===== config.mk =====
export PLATFORM = sky130hd
export DESIGN_NAME = pdrs_div_cell
export DESIGN_NICKNAME = d
export VERILOG_FILES = /design/src/design/pdrs_pkg.sv /design/src/design/pdrs_div_cell.sv
export SDC_FILE = /design/constraint.sdc
export NUM_CORES = 1
export LEC_CHECK = 0
export BUFFER_PORTS_ARGS = -buffer_cell sky130_fd_sc_hd__buf_2
export CAP_MARGIN = 20
export CORE_AREA = 2 2 209 211
export DETAILED_ROUTE_END_ITERATION = 7
export DIE_AREA = 0 0 211 213
export PLACE_DENSITY = 0.52
export SLEW_MARGIN = 10
export SYNTH_ARGS = -nofsm -noshare
export SYNTH_HDL_FRONTEND = slang
export SYNTH_SLANG_ARGS = --single-unit
export TNS_END_PERCENT = 20

===== constraint.sdc =====
create_clock -name clk -period 4.53 [get_ports clk]
set_input_delay 0.453 -clock clk [delete_from_list [all_inputs] [get_ports clk]]
set_output_delay 0.453 -clock clk [all_outputs]
set_load 0.02 [all_outputs]

===== src/design/pdrs_pkg.sv =====
// shared constants, types and helpers of the pwm divider range search
// no dependencies
package pdrs_pkg;

  localparam int MAX_DIVIDER    = 256;
  localparam int MAX_RANGE      = 65536;
  localparam int FREQ_FRAC_BITS = 8;

  localparam int BASE_W  = 32;
  localparam int NUM_W   = BASE_W + FREQ_FRAC_BITS;
  localparam int FREQ_W  = 40;
  localparam int DUTY_W  = 16;
  localparam int CH_W    = 3;
  localparam int STAT_W  = 3;
  localparam int PIN_W   = 5;
  localparam int DIV_W   = 9;
  localparam int RANGE_W = 17;
  localparam int CMP_W   = 16;
  localparam int DEN_W   = 48;
  localparam int PROD_W  = DUTY_W + RANGE_W;
  localparam int IN_W    = 64;
  localparam int OUT_W   = 96;

  localparam logic [BASE_W-1:0] BASE_RESET = 32'd24038400;

  localparam logic [STAT_W-1:0] ST_OK          = 3'd0;
  localparam logic [STAT_W-1:0] ST_BAD_CHANNEL = 3'd1;
  localparam logic [STAT_W-1:0] ST_BAD_FREQ    = 3'd2;
  localparam logic [STAT_W-1:0] ST_BAD_DUTY    = 3'd3;
  localparam logic [STAT_W-1:0] ST_NO_FIT      = 3'd4;

  typedef struct packed {
    logic                valid;
    logic                last;
    logic                skip;
    logic [STAT_W-1:0]   status;
    logic [CH_W-1:0]     channel;
    logic [DUTY_W-1:0]   duty;
    logic [FREQ_W-1:0]   freq;
    logic [DIV_W-1:0]    dv;
    logic [RANGE_W-1:0]  range;
  } slot_t;

  typedef struct packed {
    slot_t              slot;
    logic [DEN_W-1:0]   rem;
    logic [NUM_W-1:0]   num;
    logic [NUM_W-1:0]   q;
    logic [DEN_W-1:0]   d;
  } cell_t;

  typedef struct packed {
    logic [STAT_W-1:0]  status;
    logic [PIN_W-1:0]   pin_number;
    logic [DIV_W-1:0]   clock_divider;
    logic [RANGE_W-1:0] period_range;
    logic [CMP_W-1:0]   compare_value;
    logic [FREQ_W-1:0]  achieved_freq;
  } result_t;

  function automatic logic [PIN_W-1:0] pin_of(input logic [CH_W-1:0] ch);
    case (ch)
      3'd1:    pin_of = 5'd21;
      3'd2:    pin_of = 5'd22;
      3'd3:    pin_of = 5'd2;
      3'd4:    pin_of = 5'd9;
      default: pin_of = 5'd0;
    endcase
  endfunction

endpackage


===== src/design/pdrs_div_cell.sv =====
// one restoring division step: shifts in a dividend bit, trial subtract
// depends on pdrs_pkg
module pdrs_div_cell (
  input  logic            clk,
  input  logic            rst,
  input  pdrs_pkg::cell_t din,
  output pdrs_pkg::cell_t dout
);
  import pdrs_pkg::*;

  logic [DEN_W:0]   t;
  logic [DEN_W:0]   diff;
  logic             ge;
  cell_t            nxt;
  cell_t            pay;
  logic             vld;

  always_comb begin
    t    = {din.rem, din.num[NUM_W-1]};
    ge   = t >= {1'b0, din.d};
    diff = t - {1'b0, din.d};
    nxt      = din;
    nxt.rem  = ge ? diff[DEN_W-1:0] : t[DEN_W-1:0];
    nxt.num  = {din.num[NUM_W-2:0], 1'b0};
    nxt.q    = {din.q[NUM_W-2:0], ge};
  end

  always_ff @(posedge clk) begin
    pay <= nxt;
  end

  always_ff @(posedge clk) begin
    if (rst) begin
      vld <= 1'b0;
    end else begin
      vld <= din.slot.valid;
    end
  end

  always_comb begin
    dout            = pay;
    dout.slot.valid = vld;
  end
endmodule


==> flow_summary.yaml <==
timing:
  final.min_clock_period_ps: 3230
  slew_violations: 0
  slew_headroom_pct: 61.7
  setup_tns_ps: 0
  worst_slew_pin_slew_ps: 572
  hold_ws_ps: 36.1
  finalHoldViolCount: 0
  fin_crit_sh_pct: 71.3
  setup_viol: 0
  grt_setup_unrepaired: "false"
  max_freq_mhz: 310
synthesis:
  synthTopCellsByArea: "dfxtp_1 (61%), ha_1 (6.9%), a21oi_1 (3.6%)"
  syn_area_um2: 8690
  avgSynthCellArea_um2: 11.0
  yosysMostFrequentCell: "dfxtp_1"
  netlist-cell-type-count: 58
  synth_fa_ha_area_share_pct: 7.14
  synthSimpleGateAreaFrac_pct: 8.87
  synth_cells: 791
  yosys.area.top_type: "dfxtp_1"
  syn_nets: 1109
  synth_ff_type: "dfxtp_1"
  synth_edf_count: 0
  synthXorXnorAreaFrac_pct: 3.73
  synth_top_family_by_area: "compound AO/OA/AOI/OAI gates"
  synth_common_cells: "dfxtp_1 (266), a21oi_1 (62), inv_1 (60)"
  synth_compound_area_share_pct: 14.1
  synthArstFlopShare_pct: 0
  synth_top_cell_area_share_pct: 61.3
  synth_mux_area_share_pct: 0.993
  yosys_warnings: 0
  ys_seq_area_share_pct: 61.3
  synth_seq_cells: 266
global_route:
  antenna_found_initial: 18
  grt_pass1_wl_um: 56600
  grt_overflow: 0
  grt_pass1_vias: 8537
  grt_max_degree: 31
  gr-usage-all-layers_pct: 17.6
setup_path:
  cp_slowest_stage_delay_ps: 530
  critPathArrivalTime_ps: 3670
  path_buf_inv: 1
  end_kind: "flip-flop"
  cpMostUsedCell: "o21ai_0"
  critical-path-slowest-cell: "a211oi_1"
  crit_path_max_fanout: 3
  crit_chain: "buf_2, ha_1, fa_1, nand2b_1, a21oi_1, o21ai_0, a31oi_1, o21ai_0, a211oi_1, nor2_1, o31a_1, mux2i_1, o31ai_1"
  cp.required_ps: 4970
  crit_family: "compound AO/OA/AOI/OAI gates"
  worstSetupPathType: "primary input to flip-flop"
  crit_path_start_kind: "primary input"
floorplan:
  die_w_um: 211
  ios: 536
  core_area_um2: 42700
  dieHeight_um: 213
  rows: 76
  die-area_um2: 44900
  start_util_pct: 20.4
routing:
  drtIter0Drc: 416
  first_pass_iters: 4
  wirelength_um: 41700
  avgRoutedWirePerCell_um: 20.5
  route.detailed.drc: 0
  vias: 8336
  postRouteAntennaNets: 0
  via_per_inst: 4.09
finish:
  drive_above_1_share_pct: 40.7
  stdcell_count: 2038
  num-nets-final: 1781
  fin_area_um2: 14400
  area_growth_pct: 65.7
clock_network:
  cts_hold_buf: 119
  root_buffer: "clkbuf_16"
  clk_pin_slew_ps: 60
  clock-sinks: 266
  cts_buffers: 34
  postCtsSetupRepairBufs: 0
  cts_tree: "yes"
  cts_resized: 0
  h-tree-depth: 2
  cts_max_path_buffers: 3
hold_path:
  worstHoldEndpoint: "dout[223]"
  min_from: "din[223]"
  min_path_cells: 1
  hold_path_class: "primary input to flip-flop"
run:
  max_cap_viol_count: 0
placed_design:
  dpl.hpwl_um: 33800
  dpl-instance-area_um2: 12000
  io_buffers: 533
  gp_congestion: 0.833
  place_inst: 1854
pwr:
  p_total_mw: 6.74
  p_leak_nw: 7.22
  peakVddDrop_mv: 0.270
  power_density_nw_per_um2: 468
run_status:
  status: "finished, final reports clean"
sequential cells by signal, indices dropped and copies added, names as in the netlist:
register	flops
vld	1
dout	265
final cells by class:
class | instances | area, um^2
Sequential cell | 266 | 5330
Inverter | 61 | 229
Tap cell | 546 | 683
Fill cell | 4473 | 28300
Antenna cell | 6 | 15.0
Timing Repair Buffer | 659 | 3920
Clock buffer | 43 | 946
Multi-Input combinational cell | 441 | 3030
Clock inverter | 16 | 249
worst max path at each step:
stage / endpoint / from / slack [ps] / cells after the start
finish: dout[174] / din[0] / 1300 / 13
global route: dout[174] / din[127] / 1040 / 14
CTS: dout[174] / din[0] / 1240 / 13
detailed placement: dout[174] / din[0] / 680 / 13
global placement: dout[174] / din[127] / 730 / 14
floorplan: dout[138] / din[10] / 1400 / 13
where the power goes:
part           leakage, nW  total, mW  switching (mW)  internal [mW]
registers             2.24       2.58          0.0478           2.54
clock network        0.579       2.91            1.08           1.82
logic                 4.40       1.25           0.753          0.492
cell usage in the layout, fill, tap and decap left out, types with 3 or more instances in the layout:
master         synthesis  layout
a211oi_1               5       5
buf_2                  3     533
o21a_1                 4       4
mux2i_1                3       3
a21oi_1               62      62
and3_1                11      11
dlygate4sd3_1          0     119
buf_4                  3       6
inv_1                 60      60
nand2b_1               3       3
a21boi_0               3       3
o21bai_1               4       4
dfxtp_1              266     266
clkinv_2               0       4
nor2_1                54      54
a221o_1                3       3
xnor2_1               17      17
a31oi_1               11      11
clkbuf_16              0      35
nand4_1                8       8
clkbuf_1              16       4
nor3b_1                3       3
a21o_1                40      40
diode_2                0       6
nor2b_1                6       6
xor2_1                20      20
nand3_1                8       8
and4_1                 6       6
clkinvlp_4             0       3
o21ai_0               25      25
or3_1                  4       4
nor3_1                 7       7
o21ai_1                4       4
clkbuf_8               0       4
ha_1                  48      48
nand2_1               42      42
mux2_1                 4       4
o31ai_1                3       3
bufinv_16              0       6
per-stage QoR:
stage          worst slack, ps  utilization [%]
2_1_floorplan             1400                -
3_3_place_gp               726             28.1
3_5_place_dp               681             28.1
4_1_cts                   1240             33.7
5_1_grt                   1040             33.7
6_report                  1300             33.7
logic make-up (layout without fill, tap and decap cells):
logic type	count (synthesis)	count (layout)
flip-flops	266	266
AO/OA/AOI/OAI	186	186
AND/OR/NAND/NOR	160	160
buffers and inverters	84	779
adder cells (fa/ha/maj)	49	49
XOR/XNOR	37	37
multiplexers	8	8
other	1	7
metal layers:
layer  GRT usage [%]  vias to the layer above  share of wire (%)
met5               0                        -               0.36
met1            18.7                     3840                 38
met2            31.8                      349                 50
li1                -                     4050                  -
met4            5.78                       22                3.0
met3            6.88                       75                8.8
(Power assumes the default switching activity.)
