===== src/design/pdrs_pkg.sv =====
// shared constants, types and helpers of the pwm divider range search
// no dependencies
package pdrs_pkg;

  localparam int MAX_DIVIDER    = 256;
  localparam int MAX_RANGE      = 65536;
  localparam int FREQ_FRAC_BITS = 8;

  localparam int BASE_W  = 32;
  localparam int NUM_W   = BASE_W + FREQ_FRAC_BITS;
  localparam int FREQ_W  = 40;
  localparam int DUTY_W  = 16;
  localparam int CH_W    = 3;
  localparam int STAT_W  = 3;
  localparam int PIN_W   = 5;
  localparam int DIV_W   = 9;
  localparam int RANGE_W = 17;
  localparam int CMP_W   = 16;
  localparam int DEN_W   = 48;
  localparam int PROD_W  = DUTY_W + RANGE_W;
  localparam int IN_W    = 64;
  localparam int OUT_W   = 96;

  localparam logic [BASE_W-1:0] BASE_RESET = 32'd24038400;

  localparam logic [STAT_W-1:0] ST_OK          = 3'd0;
  localparam logic [STAT_W-1:0] ST_BAD_CHANNEL = 3'd1;
  localparam logic [STAT_W-1:0] ST_BAD_FREQ    = 3'd2;
  localparam logic [STAT_W-1:0] ST_BAD_DUTY    = 3'd3;
  localparam logic [STAT_W-1:0] ST_NO_FIT      = 3'd4;

  typedef struct packed {
    logic                valid;
    logic                last;
    logic                skip;
    logic [STAT_W-1:0]   status;
    logic [CH_W-1:0]     channel;
    logic [DUTY_W-1:0]   duty;
    logic [FREQ_W-1:0]   freq;
    logic [DIV_W-1:0]    dv;
    logic [RANGE_W-1:0]  range;
  } slot_t;

  typedef struct packed {
    slot_t              slot;
    logic [DEN_W-1:0]   rem;
    logic [NUM_W-1:0]   num;
    logic [NUM_W-1:0]   q;
    logic [DEN_W-1:0]   d;
  } cell_t;

  typedef struct packed {
    logic [STAT_W-1:0]  status;
    logic [PIN_W-1:0]   pin_number;
    logic [DIV_W-1:0]   clock_divider;
    logic [RANGE_W-1:0] period_range;
    logic [CMP_W-1:0]   compare_value;
    logic [FREQ_W-1:0]  achieved_freq;
  } result_t;

  function automatic logic [PIN_W-1:0] pin_of(input logic [CH_W-1:0] ch);
    case (ch)
      3'd1:    pin_of = 5'd21;
      3'd2:    pin_of = 5'd22;
      3'd3:    pin_of = 5'd2;
      3'd4:    pin_of = 5'd9;
      default: pin_of = 5'd0;
    endcase
  endfunction

endpackage


===== src/design/pdrs_select.sv =====
// rounds achieved frequency, keeps the best divider, forms the compare value
// depends on pdrs_pkg
module pdrs_select (
  input  logic              clk,
  input  logic              rst,
  input  pdrs_pkg::cell_t   din,
  output logic              res_valid,
  output pdrs_pkg::result_t res
);
  import pdrs_pkg::*;

  // stage a: achieved frequency and error
  logic [DEN_W:0]   twice_r;
  logic             up;
  logic [NUM_W:0]   asum;
  logic [FREQ_W-1:0] ach_c;
  slot_t            sa;
  logic             va;
  logic [FREQ_W-1:0] ach_a;
  logic [FREQ_W-1:0] err_a;

  always_comb begin
    twice_r = {din.rem, 1'b0};
    up      = twice_r >= {1'b0, din.d};
    asum    = {1'b0, din.q} + {{NUM_W{1'b0}}, up};
    ach_c   = asum[FREQ_W-1:0];
  end

  always_ff @(posedge clk) begin
    sa    <= din.slot;
    ach_a <= ach_c;
    err_a <= (ach_c >= din.slot.freq) ? ach_c - din.slot.freq : din.slot.freq - ach_c;
  end

  // stage b: running best over one item
  logic              found;
  logic [FREQ_W-1:0] best_err;
  logic [DIV_W-1:0]  best_div;
  logic [RANGE_W-1:0] best_range;
  logic [FREQ_W-1:0] best_ach;
  logic              take;
  logic              found_next;
  logic [FREQ_W-1:0] best_err_next;
  logic [DIV_W-1:0]  best_div_next;
  logic [RANGE_W-1:0] best_range_next;
  logic [FREQ_W-1:0] best_ach_next;

  always_comb begin
    take = va && !sa.skip && (!found || (err_a < best_err));
    found_next      = found | take;
    best_err_next   = take ? err_a : best_err;
    best_div_next   = take ? sa.dv : best_div;
    best_range_next = take ? sa.range : best_range;
    best_ach_next   = take ? ach_a : best_ach;
  end

  always_ff @(posedge clk) begin
    if (rst) begin
      found <= 1'b0;
    end else if (va && sa.last) begin
      found <= 1'b0;
    end else begin
      found <= found_next;
    end
  end

  always_ff @(posedge clk) begin
    best_err   <= best_err_next;
    best_div   <= best_div_next;
    best_range <= best_range_next;
    best_ach   <= best_ach_next;
  end

  // stage c: final status and the product's operands registered
  logic              vc;
  logic [STAT_W-1:0] stat_c;
  logic [CH_W-1:0]   ch_c;
  logic [DUTY_W-1:0] duty_c;
  logic [DIV_W-1:0]  div_c;
  logic [RANGE_W-1:0] range_c;
  logic [FREQ_W-1:0] achv_c;

  always_ff @(posedge clk) begin
    ch_c    <= sa.channel;
    duty_c  <= sa.duty;
    div_c   <= best_div_next;
    range_c <= best_range_next;
    achv_c  <= best_ach_next;
    if (sa.status != ST_OK) begin
      stat_c <= sa.status;
    end else if (!found_next) begin
      stat_c <= ST_NO_FIT;
    end else begin
      stat_c <= ST_OK;
    end
  end

  // stage d: product registered
  logic              vd;
  logic [STAT_W-1:0] stat_d;
  logic [CH_W-1:0]   ch_d;
  logic [DIV_W-1:0]  div_d;
  logic [RANGE_W-1:0] range_d;
  logic [FREQ_W-1:0] ach_d;
  logic [PROD_W-1:0] prod_d;

  always_ff @(posedge clk) begin
    stat_d  <= stat_c;
    ch_d    <= ch_c;
    div_d   <= div_c;
    range_d <= range_c;
    ach_d   <= achv_c;
    prod_d  <= duty_c * range_c;
  end

  // stage e: round, clamp, zero on error
  logic [PROD_W:0]   psum;
  logic [RANGE_W-1:0] cmp_r;
  logic [RANGE_W-1:0] cmp_lo;
  logic [RANGE_W-1:0] cmp_hi;
  result_t           res_next;

  always_comb begin
    psum   = {1'b0, prod_d} + (PROD_W+1)'(32768);
    cmp_r  = psum[PROD_W-1:DUTY_W];
    cmp_lo = (cmp_r == '0) ? RANGE_W'(1) : cmp_r;
    cmp_hi = (cmp_lo >= range_d) ? range_d - RANGE_W'(1) : cmp_lo;
    res_next = '0;
    res_next.status = stat_d;
    if (stat_d == ST_OK) begin
      res_next.pin_number    = pin_of(ch_d);
      res_next.clock_divider = div_d;
      res_next.period_range  = range_d;
      res_next.compare_value = cmp_hi[CMP_W-1:0];
      res_next.achieved_freq = ach_d;
    end
  end

  always_ff @(posedge clk) begin
    res <= res_next;
  end

  always_ff @(posedge clk) begin
    if (rst) begin
      va        <= 1'b0;
      vc        <= 1'b0;
      vd        <= 1'b0;
      res_valid <= 1'b0;
    end else begin
      va        <= din.slot.valid;
      vc        <= va && sa.last;
      vd        <= vc;
      res_valid <= vd;
    end
  end
endmodule


===== config.mk =====
export PLATFORM = sky130hd
export DESIGN_NAME = pdrs_select
export DESIGN_NICKNAME = d
export VERILOG_FILES = /design/src/design/pdrs_pkg.sv /design/src/design/pdrs_select.sv
export SDC_FILE = /design/constraint.sdc
export NUM_CORES = 1
export LEC_CHECK = 0
export ABC_AREA = 0
export BUFFER_PORTS_ARGS = -buffer_cell sky130_fd_sc_hd__buf_2
export CELL_PAD_IN_SITES_DETAIL_PLACEMENT = 0
export CELL_PAD_IN_SITES_GLOBAL_PLACEMENT = 1
export CORE_UTILIZATION = 43
export CTS_CLUSTER_SIZE = 25
export DETAILED_ROUTE_END_ITERATION = 10
export PLACE_DENSITY_LB_ADDON = 0.1
export REMOVE_ABC_BUFFERS = 1
export SETUP_SLACK_MARGIN = 0.15
export SYNTH_ARGS = -nofsm -noshare
export SYNTH_HDL_FRONTEND = slang
export SYNTH_SLANG_ARGS = --single-unit

===== constraint.sdc =====
create_clock -name clk -period 9 [get_ports clk]
set_clock_uncertainty 0.15 [all_clocks]
set_input_delay 1.8 -clock clk [delete_from_list [all_inputs] [get_ports clk]]
set_output_delay 1.8 -clock clk [all_outputs]
set_load 0.1 [all_outputs]

==> metrics.md <==
| Metric | Value |
|---|---|
| Status | complete, no violations |
| Cell taking the most area after synthesis | dfxtp_1 |
| Final Cell Area | 32,200 um^2 |
| Initial core utilization | 43.8% |
| Share of cells above drive strength 1 | 15.0% |
| First drt pass iteration count | 5 |
| Critical path class | input port to flip-flop |
| Commonest non-fill, non-tap cell in the layout | inv_1 |
| GR Overflow Total | 0 |
| Via count | roughly 21,000 |
| I/O pin cnt | 360 |
| Drt drc | 0 |
| Buf/Inv on CP | 6 |
| Vias per Instance | 5.08 |
| Asr flop ratio synth | 0% |
| Die Wd | approximately 260 um |
| CTS tree | yes |
| Reg area | 9910 um^2 |
| Critical Path Sink | err_a[39] |
| Hold Crit Class | flip-flop to flip-flop |
| P_leak | roughly 16 nW |
| Die height | 256 um |
| RR Endpoint | prod_d[32] |
| Final period util | about nine tenths |
| Worst path slowest cell | or4_1 |
| Row count | 92 |
| Post-route minimum period | 8.00 ns |
| Top delay family on crit path | simple AND/OR/NAND/NOR gates |
| Clk slew on worst S/H paths | about 0.060 ns |
| Critical path peak fanout | 14 |
| Worst R2R Path Depth | 21 |
| Normalized max-slew margin | ~42% |
| Synth top area share | 24.2% |
| Worst EP arrival | 8.39 ns |
| Total Die Area | ~66,000 um^2 |
| Initial antenna violation count | 3 |
| DRT Wirelength | 72,300 um |
| Max_cap viols | 0 |
| Startpoint Class | input port |
| WL/cell | ~18 um |
| Crit path depth | 31 |
| Slowest stage delay, CP | roughly 0.67 ns |
| RSZ-0062 raised after global routing | no |
| Max-slew violation count | 0 |
| Post-CTS Setup Bufs | 0 |
| Post-Layout Cell Count | around 4,000 |
| Reg2Reg Setup Slack | 1.85 ns |
| Largest net degree at the start of global routing | 55 |
| Maximum clock insertion buffer count | 3 |
| Start of the worst register-to-register path | range_c[5] |
| Cts bufs inserted | 49 |
| Mapped Cells | between 2,000 and 3,000 |
| Most used DFF post-synth | dfxtp_1 |
| Seq cells post-synth | 442 |
| Worst Setup SP | din[1] |
| DP Area | approximately 30,000 um^2 |
| Post-route ant nets | 0 |
| Placed cell count | 3,998 |
| Vias in the first global route | 21,579 |
| Initial DRC count | 983 |
| Average size of a mapped cell | 9.66 um^2 |
| # setup viols final | 0 |
| Setup TNS Final | 0 ns |
| WP data required | 9.39 ns |
| First-pass GRT wire length | 116,000 um |
| Critical path's most frequent cell | buf_4 |
| Hold_buf cts | 0 |
| Worst slack, placed | between 0.3 and 0.4 ns |
| Area grow syn2layout | 16.0% |
| Worst Tran Pin Value | 0.865 ns |
| PnR worst setup slack | around 1.0 ns |
| EDFF count, synth | about 110 |
| HPWL after detailed placement | ~58,000 um |
| Most frequent cells in the layout | inv_1 (451), dfxtp_1 (336), buf_2 (319), nand2_1 (282), ha_1 (273) |
| Clock root buffer | clkbuf_16 |
| Fmax | 125 MHz |
| YS warnings | 0 |
| Clock sinks | 442 |
| Multi-input gate area | ~16,000 um^2 |
| Total GRT Usage | 22.3% |
| Synthesized area | roughly 28,000 um^2 |
| PwrDens | 243 nW/um^2 |
| CP Capture Type | flip-flop |
| VDD IR-drop max | 0.198 mV |
| PortBufs | 319 |
| Final hold violations | 0 |
| Gpl congestion | 0.881 |
| Worst skew pair latency | approximately 0.60 ns |
| Ranking of synthesized cells by area | dfxtp_1 (24%), fa_1 (15%), ha_1 (12%) |
| H-tree depth | 2 |
| Core footprint | 63,400 um^2 |
| Nets | 3,954 |
| # resized after CTS | 0 |
| FILL cells | 5,950 |
| Seq/Total Area, Yosys | 35.7% |
| Cell variety after synth | 75 |
==> layout make-up <==
class	count	share of cell area, %
clock inverter	27	0.847
timing repair buffer	381	6.40
inverter	451	5.26
tap	846	3.29
clock buffer	65	4.35
antenna	2	0.0155
multi-input combinational	1878	49.1
sequential	442	30.8
==> metal layers <==
| metal | global-route usage [%] | share of wire [%] | up-vias | wire (um) |
|---|---|---|---|---|
| met3 | 2.55 | 3.7 | 104 | 2700 |
| met5 | 0 | 0 | - | 0 |
| met1 | 28.6 | 44 | 10140 | 31800 |
| met4 | 6.67 | 2.7 | 0 | 1930 |
| met2 | 39.2 | 50 | 414 | 35900 |
| li1 | - | - | 10110 | - |
==> where the power goes <==
group          switching, mW  total (mW)  internal (mW)
sequential             0.126        2.39           2.26
combinational           1.95        3.40           1.45
clock                  0.832        2.03           1.20
total                   2.91        7.82           4.92
==> cells in the mapped netlist, drive strengths merged (8+ instances only) <==
library cell  count
a211oi           39
and2            163
and3             21
mux2i             8
a21boi            9
nand2b           15
a21oi           111
fa              209
o31ai            10
nor2b            25
o21a             20
ha              273
edfxtp          106
o211ai           15
o21ai            80
nor3             37
clkbuf           95
xor2             46
inv             451
a31oi            24
nand3            47
dfxtp           336
nand2           282
nor2            125
nor4             17
xnor2            79
nand4            44
a21o             61
o21bai           12
==> registers in the layout, indices dropped and copies added, names as in the netlist, 16 cells and up <==
register / cells
ach_d: 40
best_err: 40
res: 89
ach_a: 40
range_d: 17
range_c: 17
err_a: 40
duty_c: 16
sa: 50
prod_d: 18
achv_c: 40
==> cells by family (layout without fill, tap and decap cells) <==
| logic type | Yosys count | count (layout) | synth area share [%] |
|---|---|---|---|
| mux | 9 | 9 | 0.329 |
| buf+inv | 553 | 924 | 7.52 |
| fa+ha+maj | 482 | 482 | 27.4 |
| xor+xnor | 125 | 125 | 3.94 |
| other cells | 0 | 2 | 0 |
| simple gates | 811 | 811 | 14.4 |
| flops | 442 | 442 | 35.7 |
| compound gates | 451 | 451 | 10.7 |
==> per-stage QoR <==
stage               utilization (%)  total power [mW]  hold WS, ns
detailed placement             48.1              5.85        0.162
global placement               48.1              5.81        0.161
finish                         50.8              7.82        0.163
global route                   50.8              8.50        0.178
CTS                            50.8              7.94        0.153
floorplan                         -              4.98        0.160
==> how the worst min path moves through the flow <==
stage,start,to,cells past startpoint
after floorplan,sa[82],ch_c[0],0
after global placement,sa[66],duty_c[0],0
after detailed placement,sa[83],ch_c[1],0
after CTS,achv_c[19],ach_d[19],0
after global routing,achv_c[19],ach_d[19],0
final,achv_c[19],ach_d[19],0
(Power assumes the default switching activity.)
