$ cat src/design/pdrs_pkg.sv
// shared constants, types and helpers of the pwm divider range search
// no dependencies
package pdrs_pkg;

  localparam int MAX_DIVIDER    = 256;
  localparam int MAX_RANGE      = 65536;
  localparam int FREQ_FRAC_BITS = 8;

  localparam int BASE_W  = 32;
  localparam int NUM_W   = BASE_W + FREQ_FRAC_BITS;
  localparam int FREQ_W  = 40;
  localparam int DUTY_W  = 16;
  localparam int CH_W    = 3;
  localparam int STAT_W  = 3;
  localparam int PIN_W   = 5;
  localparam int DIV_W   = 9;
  localparam int RANGE_W = 17;
  localparam int CMP_W   = 16;
  localparam int DEN_W   = 48;
  localparam int PROD_W  = DUTY_W + RANGE_W;
  localparam int IN_W    = 64;
  localparam int OUT_W   = 96;

  localparam logic [BASE_W-1:0] BASE_RESET = 32'd24038400;

  localparam logic [STAT_W-1:0] ST_OK          = 3'd0;
  localparam logic [STAT_W-1:0] ST_BAD_CHANNEL = 3'd1;
  localparam logic [STAT_W-1:0] ST_BAD_FREQ    = 3'd2;
  localparam logic [STAT_W-1:0] ST_BAD_DUTY    = 3'd3;
  localparam logic [STAT_W-1:0] ST_NO_FIT      = 3'd4;

  typedef struct packed {
    logic                valid;
    logic                last;
    logic                skip;
    logic [STAT_W-1:0]   status;
    logic [CH_W-1:0]     channel;
    logic [DUTY_W-1:0]   duty;
    logic [FREQ_W-1:0]   freq;
    logic [DIV_W-1:0]    dv;
    logic [RANGE_W-1:0]  range;
  } slot_t;

  typedef struct packed {
    slot_t              slot;
    logic [DEN_W-1:0]   rem;
    logic [NUM_W-1:0]   num;
    logic [NUM_W-1:0]   q;
    logic [DEN_W-1:0]   d;
  } cell_t;

  typedef struct packed {
    logic [STAT_W-1:0]  status;
    logic [PIN_W-1:0]   pin_number;
    logic [DIV_W-1:0]   clock_divider;
    logic [RANGE_W-1:0] period_range;
    logic [CMP_W-1:0]   compare_value;
    logic [FREQ_W-1:0]  achieved_freq;
  } result_t;

  function automatic logic [PIN_W-1:0] pin_of(input logic [CH_W-1:0] ch);
    case (ch)
      3'd1:    pin_of = 5'd21;
      3'd2:    pin_of = 5'd22;
      3'd3:    pin_of = 5'd2;
      3'd4:    pin_of = 5'd9;
      default: pin_of = 5'd0;
    endcase
  endfunction

endpackage

$ cat src/design/pdrs_fit.sv
// rounds the range quotient, flags out-of-range dividers, forms divider*range
// depends on pdrs_pkg
module pdrs_fit (
  input  logic                           clk,
  input  logic                           rst,
  input  logic [pdrs_pkg::BASE_W-1:0]    base_clock_hz,
  input  pdrs_pkg::cell_t                din,
  output pdrs_pkg::cell_t                dout
);
  import pdrs_pkg::*;

  logic [DEN_W:0]   twice_r;
  logic             up;
  logic [NUM_W:0]   rsum;
  logic             bad;
  slot_t            s1;
  logic             v1;
  slot_t            s1_next;
  logic [DIV_W+RANGE_W-1:0] prod;
  cell_t            pay;
  logic             v2;

  always_comb begin
    twice_r = {din.rem, 1'b0};
    up      = twice_r >= {1'b0, din.d};
    rsum    = {1'b0, din.q} + {{NUM_W{1'b0}}, up};
    bad     = (din.q == '0) || (din.q > NUM_W'(MAX_RANGE)) ||
              ((din.q == NUM_W'(MAX_RANGE)) && (din.rem != '0));
    s1_next       = din.slot;
    s1_next.skip  = din.slot.skip | bad;
    s1_next.range = rsum[RANGE_W-1:0];
  end

  always_ff @(posedge clk) begin
    s1 <= s1_next;
  end

  always_comb begin
    prod = s1.dv * s1.range;
  end

  always_ff @(posedge clk) begin
    pay.slot <= s1;
    pay.rem  <= '0;
    pay.num  <= {base_clock_hz, {FREQ_FRAC_BITS{1'b0}}};
    pay.q    <= '0;
    pay.d    <= DEN_W'(prod);
  end

  always_ff @(posedge clk) begin
    if (rst) begin
      v1 <= 1'b0;
      v2 <= 1'b0;
    end else begin
      v1 <= din.slot.valid;
      v2 <= v1;
    end
  end

  always_comb begin
    dout            = pay;
    dout.slot.valid = v2;
  end
endmodule

$ cat config.mk
export PLATFORM = sky130hd
export DESIGN_NAME = pdrs_fit
export DESIGN_NICKNAME = d
export VERILOG_FILES = /design/src/design/pdrs_pkg.sv /design/src/design/pdrs_fit.sv
export SDC_FILE = /design/constraint.sdc
export NUM_CORES = 1
export LEC_CHECK = 0
export ABC_AREA = 1
export BUFFER_PORTS_ARGS = -buffer_cell sky130_fd_sc_hd__buf_2
export CORE_AREA = 3 3 217 219
export CTS_BUF_LIST = sky130_fd_sc_hd__clkbuf_16
export DETAILED_ROUTE_END_ITERATION = 10
export DIE_AREA = 0 0 220 222
export GPL_TIMING_DRIVEN = 0
export MAX_ROUTING_LAYER = met4
export PLACE_DENSITY = 0.58
export SYNTH_ARGS = -nofsm -noshare
export SYNTH_HDL_FRONTEND = slang
export SYNTH_SLANG_ARGS = --single-unit
$ cat constraint.sdc
create_clock -name clk -period 7 [get_ports clk]
set_clock_uncertainty 0.15 [all_clocks]
set_input_delay 0.7 -clock clk [delete_from_list [all_inputs] [get_ports clk]]
set_output_delay 0.7 -clock clk [all_outputs]
set_load 0.02 [all_outputs]
==> run metrics, run 1 <==
DP Area=between 15000 and 20000 µm²; H-tree depth=1; Yosys cell types=36; clock latency on the worst-skew pair=between 500 and 600 ps; Wirelength per Cell=between 10 and 15 µm; Syn Area/Cell=~8.6 µm²; sw power=2.26 mW; Rows=slightly below 80; Synth area leaders=dfxtp_1, fa_1, inv_1, nand2_1, ha_1; FMAX=between 150 and 200 MHz; Max FO, Critical Path=10; sequential share of power=between 20% and 30%; largest net degree at the start of global routing=18; core region area=45300 µm²; Reg clk slew, reported paths=around 60 ps; Design Area, Final=roughly 17000 µm²; crit-path cells=clkbuf_1, clkbuf_1, nand2_1, fa_1, fa_1, inv_1, fa_1, inv_1, fa_1, inv_1, ha_1, nand2_1, inv_1, nand3_1, nand2_1, nand2_1, nand2_1, nand2_1, nand3_1, nand2_1; yosys warns=0; area grow syn2layout=30.9%; post-detail-place hpwl=approximately 32 mm; DRT Pass-1 Iters=5; DRT iter0 DRCs=approximately 360; Slowest-stage cell, CP=clkbuf_1; Critical R2R Launch=s1[21]; number of buffers created by CTS=25; R2R setup slack=about 1700 ps; Critical path origin=s1[21]; cell area after synthesis=around 13000 µm²; die area=about 49000 µm²; CTS Hold Buffers Added=0; # Max-Cap Violations=0; DRC=0; switching share of power=41.2%; IO Pins=approximately 570; Bufs on Longest Clock Path=3; Routed WL=approximately 37 mm; vias after detailed routing=roughly 11000; FILL cells=approximately 4700; Worst R2R Path Depth=20; P_int=about 3.2 mW; capture point of the critical path=dout[21]; initial antenna violation count=3; Clock power frac=24.5%; Die X=between 200 and 250 µm; Routed Antenna Nets=0; worst hold path class=in2reg; post-CTS repair timing setup buffer count=0; Post-CTS Resized=0; status=finished clean; GPL Wtd Cong=between 0.8 and 0.9; Tot GR Track Use=15.3%; Nets=~2500; DP Cell Count=between 2000 and 3000; measured slew at the worst slew-check pin=about 720 ps; Setup crit end kind=flip-flop; Die Span Y=222 µm; Final min period=between 5000 and 6000 ps; Reg2Reg Capture Point=dout[21]; Peak supply drop=around 0.00020 V; sequential-to-total area share from yosys stat=about 37%; pins over their slew limit=0; Crit Path Class=reg2reg; setup TNS=0 ps; CTS tree=built; DR vias/cell=3.94; final setup fails=0; flop and latch count out of synthesis=240; RSZ-0062 raised after global routing=no; Slew HR=52.3%; leakage=between 9 and 10 nW; Layout Cells excl Fill=around 2700; Pwr per Cell Area=between 300 and 400 nW/µm²; commonest non-fill, non-tap cell in the layout=buf_2; vias in the first global route=about 11000; GRT overflow=0; Worst Path Required=between 7000 and 8000 ps; period utilization=between 70% and 80%; most frequent cells in the layout=buf_2, inv_1, nand2_1; data arrival time of the worst path=around 5600 ps; first-pass GRT wire length=57.0 mm; most used cell, CP=nand2_1; clock root cell=clkbuf_16; Cells after Synth=around 1500; layout cell share with drive strength beyond 1=around 28%; slowest stage delay, CP=between 500 and 600 ps; initial core utilization=between 20 and 30%; Yosys top cell by area=dfxtp_1; IO Port Bufs=roughly 390; clk sinks=240; Startpoint Class=flip-flop; Hold Fails Final Rpt=0; area fraction of the dominant cell type after synthesis=37.0%; combinational power share=46.7%
layer usage:
layer | track usage [%] | vias up | routed length, µm | share of wire (%)
met4 | 4.84 | 0 | 1190 | 3.2
li1 | - | 5248 | - | -
met1 | 15.8 | 4748 | 13600 | 37
met2 | 28.2 | 440 | 19000 | 51
met3 | 3.82 | 66 | 3430 | 9.2
met5 | - | - | 0 | 0
critical path, delay by kind of cell (launching register included):
family	cells	cell delay, ps
adder cells (fa/ha/maj)	5	2430
buffers and inverters	6	1300
AND/OR/NAND/NOR	9	970
flip-flops	1	350
sequential cells by signal, indices dropped and copies added, names as in the netlist:
name and count:
dout 148, s1 90, v1 1, v2 1
power groups by stage:
stage	clock [mW]	combinational, mW	sequential (mW)
2_1_floorplan	0	1.73	1.74
3_3_place_gp	0	2.60	1.61
3_5_place_dp	0	2.59	1.61
4_1_cts	1.40	2.61	1.58
5_1_grt	1.46	2.95	1.59
6_report	1.34	2.56	1.58
synth_stat cells, drive strengths merged:
cell    instances
xor2           20
nand4          15
a21o            4
inv           345
nand2         323
conb            1
or2             2
o21a            2
nor3b           2
nor3           12
o21ai          10
o21bai          2
a21oi          39
fa            106
clkbuf         34
nor2           95
dfxtp         240
nor4            3
xnor2           7
nand3          25
nand3b          1
ha             95
buf           120
and2            3
logic make-up (layout without fill, tap and decap cells):
logic type / count (synthesis) / count (layout) / synth area share (%)
buf+inv: 499 / 936 / 17.9
simple gates: 481 / 481 / 15.4
flops: 240 / 240 / 37.0
fa+ha+maj: 201 / 201 / 25.5
compound gates: 57 / 57 / 2.38
xor+xnor: 27 / 27 / 1.82
other cells: 1 / 121 / 0.0289
worst min path at each step:
stage,start,endpoint,depth (start not counted)
6_report,din[238],s1[62],1
5_1_grt,base_clock_hz[9],dout[105],1
4_1_cts,din[238],s1[62],1
3_5_place_dp,s1[71],dout[247],0
3_3_place_gp,s1[52],dout[228],0
2_1_floorplan,s1[26],dout[202],0
cell type report:
class                           count  area, µm²  share of cell area [%]
Clock buffer                       25        626                    3.68
Inverter                          345       1290                    7.62
Clock inverter                     20        221                    1.30
Multi-Input combinational cell    884       6290                    37.0
Antenna cell                        3       7.51                  0.0442
Sequential cell                   240       4800                    28.3
Timing Repair Buffer              392       1960                    11.6
Buffer                            154       1020                    6.03
Tap cell                          600        751                    4.42
stage by stage:
| step | hold slack (ps) | total power [mW] | setup slack [ps] | utilization, % |
|---|---|---|---|---|
| after global placement | 160 | 4.20 | 1750 | 35.6 |
| final | 99.8 | 5.48 | 1670 | 37.5 |
| after global routing | 62.5 | 6.00 | 1340 | 37.5 |
| after CTS | 58.4 | 5.59 | 1690 | 37.5 |
| after detailed placement | 162 | 4.20 | 1720 | 35.6 |
| after floorplan | 160 | 3.48 | 2630 | - |
No activity file was read; power rests on OpenSTA's default activity.
==> inputs of run 2 (changes only) <==
Settings changed: ABC_AREA 1 to 0, CORE_AREA 3 3 217 219 to 3 3 220 222, DIE_AREA 0 0 220 222 to 0 0 223 225, PLACE_DENSITY 0.58 to 0.55.
Clock period 7 ns to 5.4 ns, I/O delays scaled along.
==> run 2 against run 1 <==
Worst setup slack worse by 1400 ps. Sequential power up 31%. Combinational power up 31%. Sequential share of layout area down 0.69 points. Critical endpoint is now dout[24]. Final cell count down 7.4%. Worst hold slack worse by 39 ps. Flip-flop and latch count unchanged. Critical path depth down 4.
==> run metrics, run 2 <==
Routed Antenna Nets=0; data arrival time of the worst path=between 5000 and 6000 ps; routing layer with the top usage in global route=met2; RSZ-0062 raised after global routing=no; most used cell, CP=fa_1; Reg clk slew, reported paths=roughly 60 ps; crit-path cells=clkbuf_2, and2_1, fa_1, fa_1, fa_1, inv_1, fa_1, inv_1, ha_1, buf_2, a2111oi_1, nor3_1, o41ai_2, a21boi_1, a31oi_1, xnor2_1; Nets=approximately 2300; fraction of registers with async set/reset=0%; Design Area, Final=17400 µm²; DRT Pass-1 Iters=4; Worst Path Required=5730 ps; Setup crit end kind=flip-flop; Tot GR Track Use=about 16%; sw power=2.85 mW; clock latency on the worst-skew pair=550 ps; grt met3 use=under 10%; combinational power share=46.5%; flop and latch count out of synthesis=between 200 and 250; Crit Path Class=reg2reg; GPL Wtd Cong=0.902; Bufs on Longest Clock Path=3; DP Area=15500 µm²; vias after detailed routing=9838; # Max-Cap Violations=0; Rows=79; vias in the first global route=approximately 11000; P_int=between 4 and 5 mW; clk sinks=between 200 and 250; sequential-to-total area share from yosys stat=between 30% and 40%; commonest non-fill, non-tap cell in the layout=buf_2; most numerous cell in the Yosys netlist=dfxtp_1; met2 usage=between 20% and 30%; max FFs per register=~150; top post-synthesis cells by count=dfxtp_1, inv_1, buf_4, fa_1, ha_1; Clock power frac=~25%; CTS tree=built; Syn Area/Cell=between 10 and 15 µm²; delay-heaviest family, CP=adder cells; measured slew at the worst slew-check pin=~840 ps; yosys warns=0; area grow syn2layout=41.5%; Top FF cell, synth=dfxtp_1; number of buffers created by CTS=26; slowest stage delay, CP=~540 ps; Max FO, Critical Path=10; switching share of power=between 30% and 40%; Startpoint Class=flip-flop; IO Port Bufs=392; GRT overflow=0; final setup fails=0; Yosys cell types=53; sequential share of power=28.7%; pins over their slew limit=0; Final min period=~5200 ps; area fraction of the dominant cell type after synthesis=roughly 40%; Peak supply drop=roughly 0.00035 V; die area=50200 µm²; first-pass GRT wire length=around 60 mm; core region area=about 47000 µm²; Post-synth EDFFs=0; Slowest-stage cell, CP=dfxtp_1; Hold Fails Final Rpt=0; IO Pins=approximately 570; Pwr per Cell Area=about 410 nW/µm²; DRC=0; post-detail-place hpwl=about 33 mm; worst hold path class=in2reg; H-tree depth=1; layout cell share with drive strength beyond 1=around 31%; initial antenna violation count=2; Routed WL=roughly 40 mm; Yosys top cell by area=dfxtp_1; period utilization=a little over nine tenths; initial core utilization=a little over a quarter; Buf/Inv on CP=4; Power, Total=a little over 7 mW; status=finished clean; Slew HR=43.1%; largest net degree at the start of global routing=16; Die X=around 220 µm; most frequent cells in the layout=buf_2, dfxtp_1, inv_1; FMAX=approximately 190 MHz; met1 GRT Util=between 10% and 20%; leakage=about 9 nW; Wirelength per Cell=about 16 µm; clock root cell=clkbuf_16; Die Span Y=around 230 µm; DR vias/cell=~4; DRT iter0 DRCs=239; Cells after Synth=1197; cell area after synthesis=about 12000 µm²; Synth area leaders=dfxtp_1, fa_1, ha_1, buf_4, inv_1
-- run 2: cells by family (layout without fill, tap and decap cells) --
kind of cell / Yosys count / in the layout / synth area share, %
buffers and inverters: 326 / 868 / 13.6
AOI/OAI and AO/OA: 102 / 102 / 5.50
xor gates and xnor gates: 30 / 30 / 2.13
muxes: 3 / 3 / 0.254
and+or+nand+nor: 294 / 294 / 12.6
adders and majority gates: 201 / 201 / 26.9
other: 1 / 121 / 0.0304
DFF: 240 / 240 / 39.0
-- run 2: layer usage --
layer | up-vias | wire [µm]
met1 | 4534 | 14400
met4 | 0 | 1240
met5 | - | 0
met3 | 52 | 3230
met2 | 409 | 21000
li1 | 4843 | -
-- run 2: power groups by stage --
stage               logic (mW)  clock network, mW  registers [mW]
finish                    3.36               1.79            2.07
global route              3.80               1.91            2.09
CTS                       3.37               1.86            2.08
detailed placement        3.28                  0            2.11
global placement          3.27                  0            2.11
floorplan                 2.20                  0            2.27
-- run 2: layout make-up --
| cell class | instances | area [µm²] |
|---|---|---|
| Antenna cell | 3 | 7.51 |
| Buffer | 137 | 981 |
| Clock buffer | 26 | 651 |
| Clock inverter | 22 | 221 |
| Fill cell | 4626 | 29100 |
| Inverter | 186 | 698 |
| Multi-Input combinational cell | 748 | 6290 |
| Sequential cell | 240 | 4810 |
| Tap cell | 607 | 759 |
| Timing Repair Buffer | 497 | 3010 |
-- run 2: metrics by stage --
stage               utilization [%]  hold WS (ps)  setup TNS, ps  cells  setup slack (ps)
global placement               33.2           160          -1170   2313              -305
floorplan                         -           160              0   1314               610
CTS                            37.4          23.0              0   2465              9.28
global route                   37.4          39.3              0   2465              19.0
detailed placement             33.2           162          -1390   2313              -291
finish                         37.4          61.2              0   2466               225
-- run 2: worst register-to-register path, stage by stage, from the launching register on --
cell and delay (ps):
dfxtp_1 540, clkbuf_2 330, and2_1 180, fa_1 440
fa_1 520, fa_1 540, inv_1 50, fa_1 530
inv_1 40, ha_1 270, buf_2 170, a2111oi_1 430
nor3_1 130, o41ai_2 100, a21boi_1 210, a31oi_1 310
xnor2_1 160
-- run 2: final timing paths --
| kind | to | start | cells past startpoint | slack, ps |
|---|---|---|---|---|
| max | dout[24] | s1[23] | 16 | 220 |
| min | s1[13] | din[61] | 2 | 60 |
| max reg2reg | dout[24] | s1[23] | 16 | 220 |
| min reg2reg | dout[210] | s1[34] | 0 | 170 |
-- run 2: repair_timing --
action                                  4_1_cts  5_1_grt
endpoints found under the hold margin       106        0
resized for setup                             6       20
endpoints found under the setup margin       11       10
pin swaps                                     0        1
hold buffers                                105        0
buffers inserted                              0        0
